File: src/design/p2sba_pkg.sv
`default_nettype none
package p2sba_pkg;

	localparam int POOL_ADDR_BITS   = 25;
	localparam int MIN_CLASS        = 5;
	localparam int NUM_CLASSES      = 21;
	localparam int BLOCKS_PER_CLASS = 10;

	localparam int ACT_W  = 2;
	localparam int REQ_W  = 21;
	localparam int ADDR_W = 25;
	localparam int ST_W   = 2;
	localparam int CLS_W  = 5;
	localparam int POOL_W = 26;

	localparam int SLOT_BITS  = POOL_ADDR_BITS - MIN_CLASS;
	localparam int SLOT_COUNT = 1 << SLOT_BITS;
	localparam int HIDX_W     = $clog2(NUM_CLASSES);
	localparam int CNT_W      = $clog2(NUM_CLASSES + 1);
	localparam int K_W        = $clog2(BLOCKS_PER_CLASS + 1);
	localparam int RC_W       = $clog2(REQ_W + 1);
	localparam int MAX_AN     = (POOL_ADDR_BITS > NUM_CLASSES) ? POOL_ADDR_BITS : NUM_CLASSES;
	localparam int SUM_W      = ((MAX_AN > POOL_W) ? MAX_AN : POOL_W) + 2;

	localparam logic [ACT_W-1:0] ACT_INIT  = 2'd0;
	localparam logic [ACT_W-1:0] ACT_ALLOC = 2'd1;
	localparam logic [ACT_W-1:0] ACT_FREE  = 2'd2;

	localparam logic [ST_W-1:0] ST_OK     = 2'd0;
	localparam logic [ST_W-1:0] ST_RANGE  = 2'd1;
	localparam logic [ST_W-1:0] ST_NOFREE = 2'd2;
	localparam logic [ST_W-1:0] ST_FREED  = 2'd3;

	localparam int OP_W = 4;
	localparam logic [OP_W-1:0] CMD_NONE        = 4'd0;
	localparam logic [OP_W-1:0] CMD_START_INIT  = 4'd1;
	localparam logic [OP_W-1:0] CMD_START_ALLOC = 4'd2;
	localparam logic [OP_W-1:0] CMD_START_FREE  = 4'd3;
	localparam logic [OP_W-1:0] CMD_INIT_PUSH   = 4'd4;
	localparam logic [OP_W-1:0] CMD_FIND        = 4'd5;
	localparam logic [OP_W-1:0] CMD_POP_RD      = 4'd6;
	localparam logic [OP_W-1:0] CMD_POP_UPD     = 4'd7;
	localparam logic [OP_W-1:0] CMD_SPLIT       = 4'd8;
	localparam logic [OP_W-1:0] CMD_FINAL       = 4'd9;
	localparam logic [OP_W-1:0] CMD_FREE_RD     = 4'd10;
	localparam logic [OP_W-1:0] CMD_FREE_PUSH   = 4'd11;
	localparam logic [OP_W-1:0] CMD_LOAD        = 4'd12;

	typedef struct packed {
		logic [OP_W-1:0] op;
		logic [ST_W-1:0] st;
		logic            grant;
	} cmd_t;

	typedef struct packed {
		logic init_done;
		logic class_bad;
		logic none_free;
		logic split_done;
		logic cls_ok;
	} sts_t;

endpackage
`default_nettype wire

File: src/design/p2sba_ctrl.sv
`default_nettype none
module p2sba_ctrl (
	input  wire                     clk,
	input  wire                     arst_n,
	input  wire                     in_valid,
	input  wire [p2sba_pkg::ACT_W-1:0] in_action,
	output logic                    in_ready,
	input  wire                     out_ready,
	output logic                    out_valid,
	output p2sba_pkg::cmd_t         cmd,
	input  p2sba_pkg::sts_t         sts
);
	import p2sba_pkg::*;

	localparam logic [3:0] S_IDLE     = 4'd0;
	localparam logic [3:0] S_INIT     = 4'd1;
	localparam logic [3:0] S_FIND     = 4'd2;
	localparam logic [3:0] S_POPRD    = 4'd3;
	localparam logic [3:0] S_POPUPD   = 4'd4;
	localparam logic [3:0] S_SPLIT    = 4'd5;
	localparam logic [3:0] S_FREERD   = 4'd6;
	localparam logic [3:0] S_FREEPUSH = 4'd7;
	localparam logic [3:0] S_DONE     = 4'd8;

	logic [3:0]      state_q, state_d;
	logic [ST_W-1:0] res_st_q, st_d;
	logic            res_grant_q, grant_d, st_we;
	logic            out_valid_q;

	always_comb begin
		state_d   = state_q;
		cmd.op    = CMD_NONE;
		cmd.st    = res_st_q;
		cmd.grant = res_grant_q;
		in_ready  = 1'b0;
		st_we     = 1'b0;
		st_d      = ST_OK;
		grant_d   = 1'b0;
		case (state_q)
			S_IDLE: begin
				in_ready = 1'b1;
				if (in_valid) begin
					case (in_action)
						ACT_INIT: begin
							cmd.op  = CMD_START_INIT;
							state_d = S_INIT;
						end
						ACT_ALLOC: begin
							cmd.op  = CMD_START_ALLOC;
							state_d = S_FIND;
						end
						ACT_FREE: begin
							cmd.op  = CMD_START_FREE;
							state_d = S_FREERD;
						end
						default: begin
							st_we   = 1'b1;
							st_d    = ST_RANGE;
							state_d = S_DONE;
						end
					endcase
				end
			end
			S_INIT: begin
				if (sts.init_done) begin
					st_we   = 1'b1;
					st_d    = ST_OK;
					state_d = S_DONE;
				end else begin
					cmd.op = CMD_INIT_PUSH;
				end
			end
			S_FIND: begin
				if (sts.class_bad) begin
					st_we   = 1'b1;
					st_d    = ST_RANGE;
					state_d = S_DONE;
				end else if (sts.none_free) begin
					st_we   = 1'b1;
					st_d    = ST_NOFREE;
					state_d = S_DONE;
				end else begin
					cmd.op  = CMD_FIND;
					state_d = S_POPRD;
				end
			end
			S_POPRD: begin
				cmd.op  = CMD_POP_RD;
				state_d = S_POPUPD;
			end
			S_POPUPD: begin
				cmd.op  = CMD_POP_UPD;
				state_d = S_SPLIT;
			end
			S_SPLIT: begin
				if (sts.split_done) begin
					cmd.op  = CMD_FINAL;
					st_we   = 1'b1;
					st_d    = ST_OK;
					grant_d = 1'b1;
					state_d = S_DONE;
				end else begin
					cmd.op = CMD_SPLIT;
				end
			end
			S_FREERD: begin
				cmd.op  = CMD_FREE_RD;
				state_d = S_FREEPUSH;
			end
			S_FREEPUSH: begin
				if (sts.cls_ok) begin
					cmd.op = CMD_FREE_PUSH;
				end
				st_we   = 1'b1;
				st_d    = ST_FREED;
				state_d = S_DONE;
			end
			S_DONE: begin
				if (!out_valid_q || out_ready) begin
					cmd.op  = CMD_LOAD;
					state_d = S_IDLE;
				end
			end
			default: begin
				state_d = S_IDLE;
			end
		endcase
	end

	always_ff @(posedge clk or negedge arst_n) begin
		if (!arst_n) begin
			state_q     <= S_IDLE;
			out_valid_q <= 1'b0;
			res_st_q    <= ST_OK;
			res_grant_q <= 1'b0;
		end else begin
			state_q <= state_d;
			if (st_we) begin
				res_st_q    <= st_d;
				res_grant_q <= grant_d;
			end
			if (cmd.op == CMD_LOAD) begin
				out_valid_q <= 1'b1;
			end else if (out_ready) begin
				out_valid_q <= 1'b0;
			end
		end
	end

	assign out_valid = out_valid_q;
endmodule
`default_nettype wire

File: config.mk
export PLATFORM = sky130hd
export DESIGN_NAME = p2sba_ctrl
export DESIGN_NICKNAME = d
export VERILOG_FILES = /design/src/design/p2sba_pkg.sv /design/src/design/p2sba_ctrl.sv
export SDC_FILE = /design/constraint.sdc
export NUM_CORES = 1
export LEC_CHECK = 0
export BUFFER_PORTS_ARGS = -buffer_cell sky130_fd_sc_hd__buf_2
export CELL_PAD_IN_SITES_DETAIL_PLACEMENT = 1
export CELL_PAD_IN_SITES_GLOBAL_PLACEMENT = 1
export CORE_MARGIN = 4
export CORE_UTILIZATION = 25
export DETAILED_ROUTE_END_ITERATION = 10
export HOLD_SLACK_MARGIN = 0.02
export MAX_ROUTING_LAYER = met4
export PLACE_DENSITY_LB_ADDON = 0.1
export SLEW_MARGIN = 20
export SYNTH_ARGS = -nofsm -noshare
export SYNTH_HDL_FRONTEND = slang
export SYNTH_SLANG_ARGS = --single-unit
File: constraint.sdc
create_clock -name clk -period 1.59 [get_ports clk]
set_input_delay 0.318 -clock clk [delete_from_list [all_inputs] [get_ports clk]]
set_output_delay 0.318 -clock clk [all_outputs]
set_load 0.1 [all_outputs]
==> results of run 1 <==
-- cell usage in the layout (no fill, tap or decap), types with 2 or more instances in the layout --
| cell type | Yosys | routed |
|---|---|---|
| inv_1 | 4 | 4 |
| a211oi_1 | 4 | 2 |
| o21ai_0 | 7 | 3 |
| a211oi_2 | 0 | 2 |
| buf_6 | 2 | 11 |
| o21ai_1 | 0 | 2 |
| nor2_1 | 4 | 2 |
| ha_1 | 3 | 3 |
| nand3b_1 | 4 | 4 |
| clkbuf_4 | 0 | 3 |
| nand3_1 | 3 | 3 |
| buf_12 | 0 | 5 |
| o21a_1 | 2 | 2 |
| nor3_1 | 3 | 3 |
| dfrtp_2 | 0 | 3 |
| nand2b_1 | 3 | 3 |
| nand2_1 | 3 | 3 |
| dfrtp_1 | 8 | 5 |
| a21oi_1 | 4 | 3 |
| buf_2 | 1 | 14 |
| buf_4 | 2 | 28 |
-- metal layers --
layer | share of wire, % | vias to the layer above | GRT usage, %
met4 | 0.96 | 0 | 2.848
met2 | 55 | 19 | 26.39
met1 | 40 | 433 | 19.79
li1 | - | 410 | -
met5 | 0 | - | -
met3 | 4.3 | 4 | 2.592
-- cell families after synthesis --
kind of cell | count (synthesis)
adder cells (fa/ha/maj) | 3
multiplexers | 1
buffers and inverters | 11
AND/OR/NAND/NOR | 29
AO/OA/AOI/OAI | 28
flip-flops | 8
-- critical path: cells and delay by family, from the launching register on --
| kind | cells | cell delay, ps |
|---|---|---|
| buffers and inverters | 2 | 340 |
| flip-flops | 1 | 450 |
| AND/OR/NAND/NOR | 1 | 190 |
| AO/OA/AOI/OAI | 3 | 340 |
-- per-stage QoR --
step                      TNS (ps)  cell area (um^2)
final                        -1269              1320
after CTS                    -1176              1182
after floorplan              -5145             711.9
after global placement      -141.5              1069
after detailed placement    -352.1              1069
after global routing         -2153              1320
-- cell type report --
class / count / share of cell area (%)
inverter: 5 / 1.422
clock buffer: 4 / 1.991
multi-input combinational: 61 / 39.34
timing repair buffer: 59 / 38.96
tap: 30 / 2.844
sequential: 8 / 15.45
-- sequential cells by signal, summed over array words and instances, names as in the netlist --
signal,flops
res_st_q,2
res_grant_q,1
out_valid,1
state_q,4
-- timing repair --
action / 4_1_cts / 5_1_grt
endpoints found under the setup margin: 8 / 9
gates resized for setup: 12 / 20
cloned: 0 / 0
setup buffers: 6 / 7
hold buffers: 1 / 0
endpoints found under the hold margin: 8 / 0
pin swaps: 5 / 10
-- how the worst min path moves through the flow --
| stage | from | endpoint |
|---|---|---|
| after floorplan | arst_n | out_valid |
| after global placement | arst_n | res_grant_q |
| after detailed placement | arst_n | res_grant_q |
| after CTS | out_ready | out_valid |
| after global routing | out_ready | out_valid |
| final | out_ready | out_valid |
==> impl_metrics.toml, run 1 <==
[final_layout]
area.sequential_um2 = 203.9
layout-drive-gt1-share_pct = 60.58
fillerInstances = 304
nets = 152
area_taken_by_multi_input_logic_gates_um2 = 519.2
postLayoutCoreUtil_pct = 51.87
antenna_cells = 0
final-instance-count-excl-fill = 167
area.growth.synth_to_final_pct = 93.58

[logic_synthesis]
post_synth_mux_area_share_pct = 1.468
synth.top_cell.area_share_pct = 29.36
leading_cell_type_by_number_of_instances_after_synthesis = "dfrtp_1"
synthFlopType = "dfrtp_1"
asyncSetResetFlopFracSynth_pct = 100.0
synthesized_netlist_net_count = 94
synth_compound_gate_area_share_pct = 27.52
combinational_family_with_the_most_area_after_synthesis = "compound AO/OA/AOI/OAI gates"
synthesis.area_um2 = 681.9
mapped_avg_cell_area_um2 = 8.524
synth_top_area_cell = "dfrtp_1"
seq_area_frac_synth_pct = 29.36
synthesized_area_fraction_occupied_by_and_or_nand_nor_cells_pct = 26.61
synthesized_instance_count = 80
synth.distinct_cells = 37
postSynthRegisterBits = 8
synth-warning-count = 0
post_synth_fa_ha_maj_area_fraction_pct = 5.505
synth.cells.most_frequent = "dfrtp_1, o21ai_0"
synth_enable_flop_cells = 0
top_post_synthesis_cells_by_area = "dfrtp_1, ha_1, o21ai_0, a211oi_1, nand3b_1"
post_synthesis_share_of_cell_area_spent_on_xor_and_xnor_gates_pct = 0

[clock_tree]
h-tree-depth = 1
clock_latency_ps = 260
clock_sink_count = 8
cts_inserted_buffers = 3
root_buffer = "clkbuf_4"
clk_path_buf_depth = 2
clk_pin_slew_worst_paths_ps = 60
tritoncts_clock_tree = "done"

[timing]
timing.slew.headroom_pct = 67.56
clock_skew_ps = 10.94
rsz0062_at_grt = "yes"
achievable-frequency_mhz = 530.2
post-route-min-period_ps = 1886
final.hold.worst_slack_ps = 360.9
tightest_slew_ps = 490.0
final_max_slew_viol_count = 0
layout_worst_path_cycle_share_pct = 118.6
layout_setup_ws_ps = -296.1
setup_failing_eps_final = 7
hold_viol_final = 0

[setup_path]
startpoint = "state_q[1]"
library_cell_contributing_the_largest_single_delay_on_the_critical_path = "dfrtp_2"
worst_path_largest_cell_delay_ps = 450
ff2ff_path_depth = 7
worst_r2r_endpoint = "res_grant_q"
critical_path_peak_fanout = 5
worst_r2r_startpoint = "state_q[1]"
endpoint_kind = "output port"
crit_type = "register to output port"
worstSetupStartpointType = "register"
worstPathCellList = "buf_4 > nor3b_4 > a211oi_2 > a41oi_2 > o21ai_2 > buf_12"
worst_setup_ep = "cmd[3]"
worstPathRequired_ps = 1270
cp_data_arrival_time_ps = 1570
reg2reg_setup_slack_ps = -30

[floorplanning]
io_pins = 20
die_area_um2 = 3627
core_um2 = 2545
std_cell_rows = 18
chip_height_um = 60.23
chipWidth_um = 60.23
start_util_pct = 26.79

[detailed_routing]
via_count = 866
drt.antenna.violating_nets = 0
route.detailed.drc = 0
initialDrtViolationCount = 14
tritonroute_pass_1_iters = 4
post_drt_wl_per_cell_um = 16.90
postRouteWirelength_um = 2823
drt-vias-per-instance = 5.186

[placement]
dp_slack_ps = -83.36
dp_hpwl_um = 1834
post-place-cells = 149
place.gp.congestion = 0.8344
io_buffers = 19

[grt]
globalRoute.totalOverflow = 0
grt_antenna_before_repair = 0
total_track_usage_pct = 15.68
grt_start_max_net_pins = 11
grt_pass1_vias = 855
grt_first_pass_wirelength_um = 4043

[hold_path]
hold_class = "primary input to register"
whs_path_depth = 3

[job]
cap_violations = 0

[run_status]
failed_checks = "negative setup slack"
run_status = "finished, violations left"
Power of run 1 is not shown: default switching activity piles up to over one toggle a cycle in this logic, so the estimate is an artifact.
==> inputs of run 2 (changes only) <==
--- a/config.mk
+++ b/config.mk
@@ -14,6 +14,7 @@
 export HOLD_SLACK_MARGIN = 0.02
 export MAX_ROUTING_LAYER = met4
 export PLACE_DENSITY_LB_ADDON = 0.1
+export REMOVE_ABC_BUFFERS = 1
 export SLEW_MARGIN = 20
 export SYNTH_ARGS = -nofsm -noshare
 export SYNTH_HDL_FRONTEND = slang
==> impl_metrics.toml, run 2 (synthesis results as in run 1) <==
[timing]
timing.slew.headroom_pct = 67.71
setup_tns_ps = -1505
final_max_slew_viol_count = 0
setup_failing_eps_final = 7
layout_setup_ws_ps = -284.8
achievable-frequency_mhz = 533.4
layout_worst_path_cycle_share_pct = 117.9
hold_viol_final = 0
rsz0062_at_grt = "yes"
clock_skew_ps = 5.031
tightest_slew_ps = 487.8
post-route-min-period_ps = 1875

[clock_tree]
tritoncts_clock_tree = "done"
clk_path_buf_depth = 2
clk_pin_slew_worst_paths_ps = 50
clock_sink_count = 8
root_buffer = "clkbuf_4"
clock_latency_ps = 250
h-tree-depth = 1
cts_inserted_buffers = 3

[run_status]
run_status = "finished, violations left"
failed_checks = "negative setup slack"

[floorplanning]
start_util_pct = 26.79
io_pins = 20
std_cell_rows = 18
core_um2 = 2545
chipWidth_um = 60.23
die_area_um2 = 3627
chip_height_um = 60.23

[setup_path]
ff2ff_path_depth = 9
library_cell_contributing_the_largest_single_delay_on_the_critical_path = "dfrtp_2"
worstPathRequired_ps = 1270
worstSetupStartpointType = "register"
cp_data_arrival_time_ps = 1560
critical_path_peak_fanout = 7
critPathBufInv = 3
worst_path_largest_cell_delay_ps = 460
worst_r2r_endpoint = "state_q[3]"
crit_type = "register to output port"
worstPathCellList = "buf_6 > nor4_4 > buf_4 > a31o_4 > buf_12"
worst_r2r_startpoint = "state_q[0]"
endpoint_kind = "output port"
cell_family_contributing_the_most_delay_on_the_critical_path = "buffers and inverters"
reg2reg_setup_slack_ps = -120

[final_layout]
area.growth.synth_to_final_pct = 82.02
fillerInstances = 317
layout-drive-gt1-share_pct = 56.49
nets = 147
area_taken_by_multi_input_logic_gates_um2 = 493.0
flip_flop_count_of_the_largest_register_all_copies_and_words_added = 4
registers_with_the_most_flip_flops = "state_q: 4 flops, res_st_q: 2 flops"
final_common_cell = "buf_4"
area.sequential_um2 = 203.9
antenna_cells = 0
max_flop_register = "state_q"
layout.cells.most_common_list = "buf_4, buf_2, buf_6"

[grt]
globalRoute.totalOverflow = 0
grt_start_max_net_pins = 14
grt_first_pass_wirelength_um = 3884
total_track_usage_pct = 14.53
grt_pass1_vias = 825
grt_antenna_before_repair = 0

[hold_path]
hold_crit_start = "out_ready"
hold_class = "primary input to register"
whs_path_depth = 3
worst_hold_path.endpoint = "out_valid"

[detailed_routing]
postRouteWirelength_um = 2382
drt.antenna.violating_nets = 0
drt-vias-per-instance = 4.994
route.detailed.drc = 0
tritonroute_pass_1_iters = 4
post_drt_wl_per_cell_um = 14.80
initialDrtViolationCount = 27
via_count = 804

[placement]
dp_slack_ps = -180.2
io_buffers = 19
place.gp.congestion = 0.7659
dp_hpwl_um = 1716

[job]
cap_violations = 0
run 2: final cells by class:
cell class	count	share of cell area [%]
Clock buffer	3	1.815
Inverter	5	1.512
Multi-Input combinational cell	61	39.72
Sequential cell	8	16.43
Tap cell	30	3.024
Timing Repair Buffer	54	37.50
run 2: timing repair:
item / CTS / global route
endpoints found under the hold margin: 8 / 0
gates resized for setup: 19 / 11
hold buffers: 1 / 0
setup endpoints to repair: 9 / 9
buffers inserted: 4 / 5
pin swaps: 5 / 9
run 2: how the worst max path moves through the flow:
stage               start  slack, ps  cells past startpoint  endpoint
2_1_floorplan  state_q[1]      -1830                      3    cmd[6]
3_3_place_gp   state_q[0]       -170                      6    cmd[3]
3_5_place_dp   state_q[1]       -180                      6    cmd[3]
4_1_cts        state_q[0]       -320                      6    cmd[6]
5_1_grt        state_q[1]       -370                      6    cmd[3]
6_report       state_q[0]       -280                      5    cmd[4]
run 2: per-layer routing:
| layer | wire length, um | vias to the layer above | track usage (%) | part of all wire [%] |
|---|---|---|---|---|
| met5 | 0 | - | - | 0 |
| met4 | 0 | 0 | 1.899 | 0 |
| met3 | 92 | 0 | 4.536 | 3.9 |
| met2 | 1206 | 14 | 23.30 | 51 |
| met1 | 1084 | 393 | 18.30 | 46 |
| li1 | - | 397 | - | - |
run 2: worst register-to-register path, delay by kind of cell, from the launching register on:
| family | cells | cell delay [ps] |
|---|---|---|
| compound gates | 2 | 210 |
| simple gates | 2 | 310 |
| flops | 1 | 460 |
| buf+inv | 5 | 640 |
run 2: stage by stage:
stage / hold slack [ps] / cells / utilization [%] / area [um^2]
after global placement: 172.5 / 149 / 40.81 / 1039
after detailed placement: 174.6 / 149 / 40.81 / 1039
after global routing: 424.4 / 161 / 48.77 / 1241
final: 408.0 / 161 / 48.77 / 1241
after floorplan: 22.41 / 74 / - / 635.6
after CTS: 411.0 / 156 / 45.58 / 1160
Power of run 2 is left out for the same reason.
